--- config.mk ---
export PLATFORM = sky130hd
export DESIGN_NAME = sffp_rotator
export DESIGN_NICKNAME = d
export VERILOG_FILES = /design/src/hdl/sffp_pkg.sv /design/src/hdl/sffp_rotator.sv
export SDC_FILE = /design/constraint.sdc
export NUM_CORES = 1
export LEC_CHECK = 0
export BUFFER_PORTS_ARGS = -buffer_cell sky130_fd_sc_hd__clkbuf_2
export CORE_AREA = 2 2 110 112
export DETAILED_ROUTE_END_ITERATION = 8
export DIE_AREA = 0 0 112 114
export PLACE_DENSITY_LB_ADDON = 0.05
export SYNTH_ARGS = -nofsm -noshare
export SYNTH_HDL_FRONTEND = slang
export SYNTH_SLANG_ARGS = --single-unit
--- constraint.sdc ---
create_clock -name vclk -period 2.7
set_clock_uncertainty 0.05 [all_clocks]
set_input_delay 0 -clock vclk [all_inputs]
set_output_delay 0 -clock vclk [all_outputs]
set_load 0.1 [all_outputs]
--- src/hdl/sffp_pkg.sv ---
// Package for the shape first-fit placer: sizes, widths and shared types.
// Depends on nothing; used by sffp_if, sffp_rotator and the top level in hdl.
package sffp_pkg;

  localparam int BoardSize = 64;
  localparam int ShapeSize = 16;
  localparam int NumOrient = 4;

  localparam int RowW   = $clog2(BoardSize);
  localparam int SRowW  = $clog2(ShapeSize);
  localparam int SizeW  = 5;
  localparam int CfgW   = 7;
  localparam int CntW   = 13;
  localparam int AddrW  = 2;

  localparam logic [AddrW-1:0] RegBoardRows = 2'd0;
  localparam logic [AddrW-1:0] RegBoardCols = 2'd1;

  typedef logic [ShapeSize-1:0] srow_t;
  typedef logic [BoardSize-1:0] brow_t;

  // Count set bits of a shape row.
  function automatic logic [SRowW:0] popcount16(input srow_t v);
    logic [SRowW:0] n;
    n = '0;
    for (int b = 0; b < ShapeSize; b++) n = n + (SRowW+1)'(v[b]);
    return n;
  endfunction

endpackage

--- src/hdl/sffp_rotator.sv ---
// Quarter-turn clockwise rotation of the working shape, one output row per cycle.
// Depends on sffp_pkg.
module sffp_rotator (
  input  sffp_pkg::srow_t           src_i [sffp_pkg::ShapeSize],
  input  logic [sffp_pkg::SizeW-1:0] h_i,
  input  logic [sffp_pkg::SRowW-1:0] col_i,
  output sffp_pkg::srow_t           row_o
);

  // New row j takes column j of old rows, old row i landing at bit h-1-i
  always_comb begin
    row_o = '0;
    for (int i = 0; i < sffp_pkg::ShapeSize; i++) begin
      if ((sffp_pkg::SizeW)'(i) < h_i && src_i[i][col_i])
        row_o[sffp_pkg::SRowW'(h_i - (sffp_pkg::SizeW)'(i) - 1)] = 1'b1;
    end
  end

endmodule

Word-level counts from Yosys, hierarchy flattened
Cells that the tools add are included.
- $add $sub $neg: 30
- magnitude comparators: 49
- bitwise logic cells: 15
- reduce and logical (&&, ||, !) cells: 32
- mux-type cells: 80
- operators by type and width (kind ; count):
    16-bit 2-to-1 mux ; 16
    16-bit bitwise OR ; 15
    4-bit by 5-bit less-than comparator with 1-bit output (second input constant) ; 17
    4-bit by 2-bit subtractor with 4-bit output (second input constant) ; 17
    1-bit binary-select mux with 4-bit select ; 16
    1-bit demux with 4-bit select ; 16
    4-bit by 1-bit greater-or-equal comparator with 1-bit output (second input constant) ; 16
    4-bit by 5-bit less-than comparator with 1-bit output (first input constant) ; 8
    1-bit logical AND ; 32
    1-bit 2-to-1 mux ; 32
    4-bit subtractor (second input constant) ; 8
    3-bit by 5-bit less-than comparator with 1-bit output (first input constant) ; 4
    4-bit by 3-bit subtractor with 4-bit output (second input constant) ; 4
    1-bit by 5-bit less-than comparator with 1-bit output (first input constant) ; 2
    2-bit by 5-bit less-than comparator with 1-bit output (first input constant) ; 2
    4-bit by 1-bit subtractor with 4-bit output (second input constant) ; 1
- bits in registers: 0
- logic and storage cells: 206
- input port bits: 265

Longest topological paths before layout
- depth after elaboration: 36
- mapped depth: 12
- mapped depth without buffers: 9

Worst setup path before layout
OpenSTA, ideal clock, no wires.
- path type: input-to-output
- start: in h_i[2] (netlist name)
- end: out row_o[10]
- data required time: 2.650 ns
- path slack: -1.344 ns
- arrival: 3.994 ns
- path buffers: 3
- stages: 11
- path through: clkbuf_1 > inv_1 > clkbuf_1 > clkbuf_1 > ha_1 > a21boi_2 > xnor2_1 > nor3_1 > or2_2 > mux2_2 > o2111ai_1
- longest elaborated chain between the ends: 36
- ends and longest elaborated chain (element ; RTL line ; RTL):
    start: declaration ; sffp_rotator.sv:5 ; input logic [sffp_pkg::SizeW-1:0] h_i,
    4-bit by 1-bit subtractor with 4-bit output ; sffp_rotator.sv:15 ; row_o[sffp_pkg::SRowW'(h_i - (sffp_pkg::SizeW)'(i) - 1)] = 1'b1;
    4-bit by 2-bit subtractor with 4-bit output, or another cell as far along ; sffp_rotator.sv:15 ;
    4-bit by 5-bit less-than comparator with 1-bit output (implied by the code), or another cell as far along ; sffp_rotator.sv:15 ;
    1-bit logical AND (implied by the code) or 1-bit 2-to-1 mux (tied branches) ; sffp_rotator.sv:15 ;
    1-bit 2-to-1 mux (implied by the code) or 1-bit demux with 4-bit select (tied branches) ; sffp_rotator.sv:15 ;
    1-bit demux with 4-bit select or 16-bit 2-to-1 mux (tied branches) ; sffp_rotator.sv:15, sffp_rotator.sv:14 ;
    16-bit bitwise OR (no source line) ; n/a ;
    16-bit 2-to-1 mux ; sffp_rotator.sv:14 ; if ((sffp_pkg::SizeW)'(i) < h_i && src_i[i][col_i])
    (+20 left out) ; n/a ;
    16-bit bitwise OR (no source line) ; n/a ;
    16-bit 2-to-1 mux ; sffp_rotator.sv:14 ;
    16-bit bitwise OR (no source line) ; n/a ;
    16-bit 2-to-1 mux ; sffp_rotator.sv:14 ;
    16-bit bitwise OR (no source line) ; n/a ;
    16-bit 2-to-1 mux ; sffp_rotator.sv:14 ;
    16-bit bitwise OR (no source line) ; n/a ;
    16-bit 2-to-1 mux (*) ; sffp_rotator.sv:14 ;
    end: declaration ; sffp_rotator.sv:7 ; output sffp_pkg::srow_t row_o
Every way passes the cells marked *; elsewhere a longest branch is shown, timed or not.

Worst setup path after layout
- start: in col_i[3] (netlist name)
- end: out row_o[10]
- longest elaborated chain between the ends: 34
- ends and longest elaborated chain (element ; RTL line ; RTL):
    start: declaration ; sffp_rotator.sv:6 ; input logic [sffp_pkg::SRowW-1:0] col_i,
    1-bit binary-select mux with 4-bit select ; sffp_rotator.sv:14 ;
    1-bit 2-to-1 mux (implied by the code) ; sffp_rotator.sv:14 ;
    1-bit logical AND ; sffp_rotator.sv:14 ;
    16-bit 2-to-1 mux ; sffp_rotator.sv:14 ;
    16-bit bitwise OR (no source line) ; n/a ;
    16-bit 2-to-1 mux ; sffp_rotator.sv:14 ;
    16-bit bitwise OR (no source line) ; n/a ;
    16-bit 2-to-1 mux ; sffp_rotator.sv:14 ;
    (+18 left out) ; n/a ;
    16-bit bitwise OR (no source line) ; n/a ;
    16-bit 2-to-1 mux ; sffp_rotator.sv:14 ;
    16-bit bitwise OR (no source line) ; n/a ;
    16-bit 2-to-1 mux ; sffp_rotator.sv:14 ;
    16-bit bitwise OR (no source line) ; n/a ;
    16-bit 2-to-1 mux ; sffp_rotator.sv:14 ;
    16-bit bitwise OR (no source line) ; n/a ;
    16-bit 2-to-1 mux (*) ; sffp_rotator.sv:14 ;
Every way passes the cells marked *; elsewhere a longest branch is shown, timed or not. The select of a mux whose other input is x is not followed.

==> impl_results.md <==
- Synth top area share: roughly 18%
- Req. time, crit path: 2650 ps
- First-pass GRT wire length: between 30,000 and 40,000 um
- Seq pwr share: 0%
- Synth Cell Area: 0.00442 mm^2
- Initial DRC count: about 550
- Placement Cell Area: 0.00712 mm^2
- Tot Pwr: 2090 uW
- Fin. Hold Viols: 0
- Cells after Synth: 588
- Hold slack final: 856 ps
- Nets@finish: 1,225
- Tcrit/Tclk final: 99.8%
- Worst hold path type: input pin to output port
- Min cycle time layout: about 2700 ps
- Syn nets: 862
- Synth area leader: mux2i_1
- Crit start category: input pin
- Setup Viol. Count Final: 0
- Vias in the first global route: 6,983
- Clock power share: 0%
- Post-Layout Cell Count: 1,096
- Detailed-placement wirelength estimate: just over 20,000 um
- Combinational Power Share: 100.0%
- Most common cell after layout, fill and taps aside: clkbuf_2
- Ports: approximately 280
- Status: completed
- Setup slack after layout: about 5.5 ps
- Clk_buf instances: 0
- Synth warnings: 0
- Place WS: -36.3 ps
- Die ar.: 0.0128 mm^2
- Design area: approximately 0.0074 mm^2
- Die W: 112 um
- Starting Density: approximately 38%
- Worst-path cell chain: clkbuf_2, buf_12, nand2b_1, o22ai_1, nor4_1, o21ai_0, and2_1, mux2_2, o2111ai_2, buf_12
- Max-cap viol count: 0
- Largest net degree at the start of global routing: 37
- Max-slew violation count: 0
- RSZ-0062 raised after global routing: yes
- Rel. slew slack: a little under half
- Die H: 114 um
- Pleak: 0.00360 uW
- Switching Share: 56.3%
- Seq/Total Area, Yosys: 0%
- DRC violations left: 0
- Critical path type: input pin to output port
- Synth cell types: 76
- # diodes: 0
- DR pass1 iterations: 5
- Fillers: 1,030
- # rows: 40
- Worst-path maximum fanout: 13
- IO Port Bufs: 281
- Worst vdd ir: 0.327 mV
- Cell area power density: 282 mW/mm^2
- Arrival time at the worst endpoint: 2640 ps
- Commonest cells after routing, fill and taps aside: clkbuf_2, buf_4, mux2i_1, nand2_1, nor2_1
- Wire length per cell: 23.0 um
- FF/Latch Area: 0 um^2
- Antenna-violating nets left: 0
- RePlAce Congestion: about 1.1
- CORE AREA: 0.0117 mm^2
- CP endpoint kind: output port
- GRT Overall Usage: around 36%
- Initial antenna violation count: 0
- Cts hold-fix bufs: 0
- Worst path max stage delay: 720 ps
- Vias: slightly below 7k
- Top area cells in the synthesized netlist: mux2i_1, mux4_2, mux2_2, o21ai_0, nand2_1
- Layout cells sized above 1: between 50% and 60%
- Grt ovf: 0
- Inst Count DP: 1,087
- Seq_cells: 0
- Fmax: between 300 and 400 MHz
- Slowest CP cell: nor4_1
- NetSw: 1170 uW
- Via density: 6.31
- Final WL: about 25,000 um
- Worst-Margin Slew: between 800 and 900 ps
- Layout area overhead: 67.4%
- Post-Syn Area per Cell: around 7.5 um^2
- Internal Power: between 900 and 1000 uW
- Most used cell, CP: buf_12
==> final timing paths <==
path / startpoint / to / slack [ps] / cells after the start
hold / removal: h_i[3] / row_o[12] / 860 / 5
setup / recovery: col_i[3] / row_o[10] / 6 / 10
==> area by class of cell <==
class	count	area, um^2	area share (%)
Tap cell	147	184	2.48
Multi-Input combinational cell	527	4380	59.2
Timing Repair Buffer	412	2790	37.7
Inverter	10	46.3	0.625
==> cells in the mapped netlist (8+ instances only) <==
master	n
o21ai_0	36
nand3_1	10
buf_6	8
a211oi_1	8
mux4_2	15
mux2_2	28
mux2i_1	78
nor2b_1	11
a22oi_1	18
nor3_1	19
nor2_1	38
a221oi_1	9
a32o_1	8
buf_2	17
o22ai_1	18
nand4_1	8
nor4_1	10
clkbuf_1	22
a21oi_1	23
xnor2_1	9
inv_1	9
nand2_1	40
ha_1	9
nand2b_1	10
==> per-stage QoR <==
stage	setup TNS [ps]	utilization, %
4_1_cts	-20.4	60.9
3_3_place_gp	-28.2	60.8
2_1_floorplan	-512	-
3_5_place_dp	-59.6	60.8
6_report	0	63.2
5_1_grt	-108	63.2
==> power groups by stage <==
stage | sequential, uW | combinational (uW) | clock, uW
final | 0 | 2090 | 0
after floorplan | 0 | 1140 | 0
after CTS | 0 | 2000 | 0
after global routing | 0 | 2180 | 0
after detailed placement | 0 | 1990 | 0
after global placement | 0 | 1980 | 0
==> per-layer routing <==
metal,vias up,track usage [%],part of all wire (%)
li1,3082,-,-
met1,3235,43.5,37
met2,503,66.3,48
met3,95,3.19,8.9
met4,0,16.3,6.0
met5,-,0,0
==> cell families (layout without fill, tap and decap cells) <==
group | after synthesis | count (layout) | share of synthesized area [%]
adder cells (fa/ha/maj) | 9 | 9 | 2.55
AND/OR/NAND/NOR | 186 | 186 | 21.8
multiplexers | 121 | 121 | 32.4
AO/OA/AOI/OAI | 199 | 199 | 32.9
buffers and inverters | 61 | 422 | 7.64
XOR/XNOR | 12 | 12 | 2.69
==> repair_timing <==
action,in CTS,in global routing
buffers inserted,0,3
endpoints found under the setup margin,3,15
pin swaps,0,5
cloned,0,6
gates resized for setup,3,38
==> critical path: cells and delay by family <==
kind,cells,cell delay [ps]
AO/OA/AOI/OAI,3,640
buffers and inverters,3,550
multiplexers,1,310
AND/OR/NAND/NOR,3,1140
No activity file was read; power rests on OpenSTA's default activity.
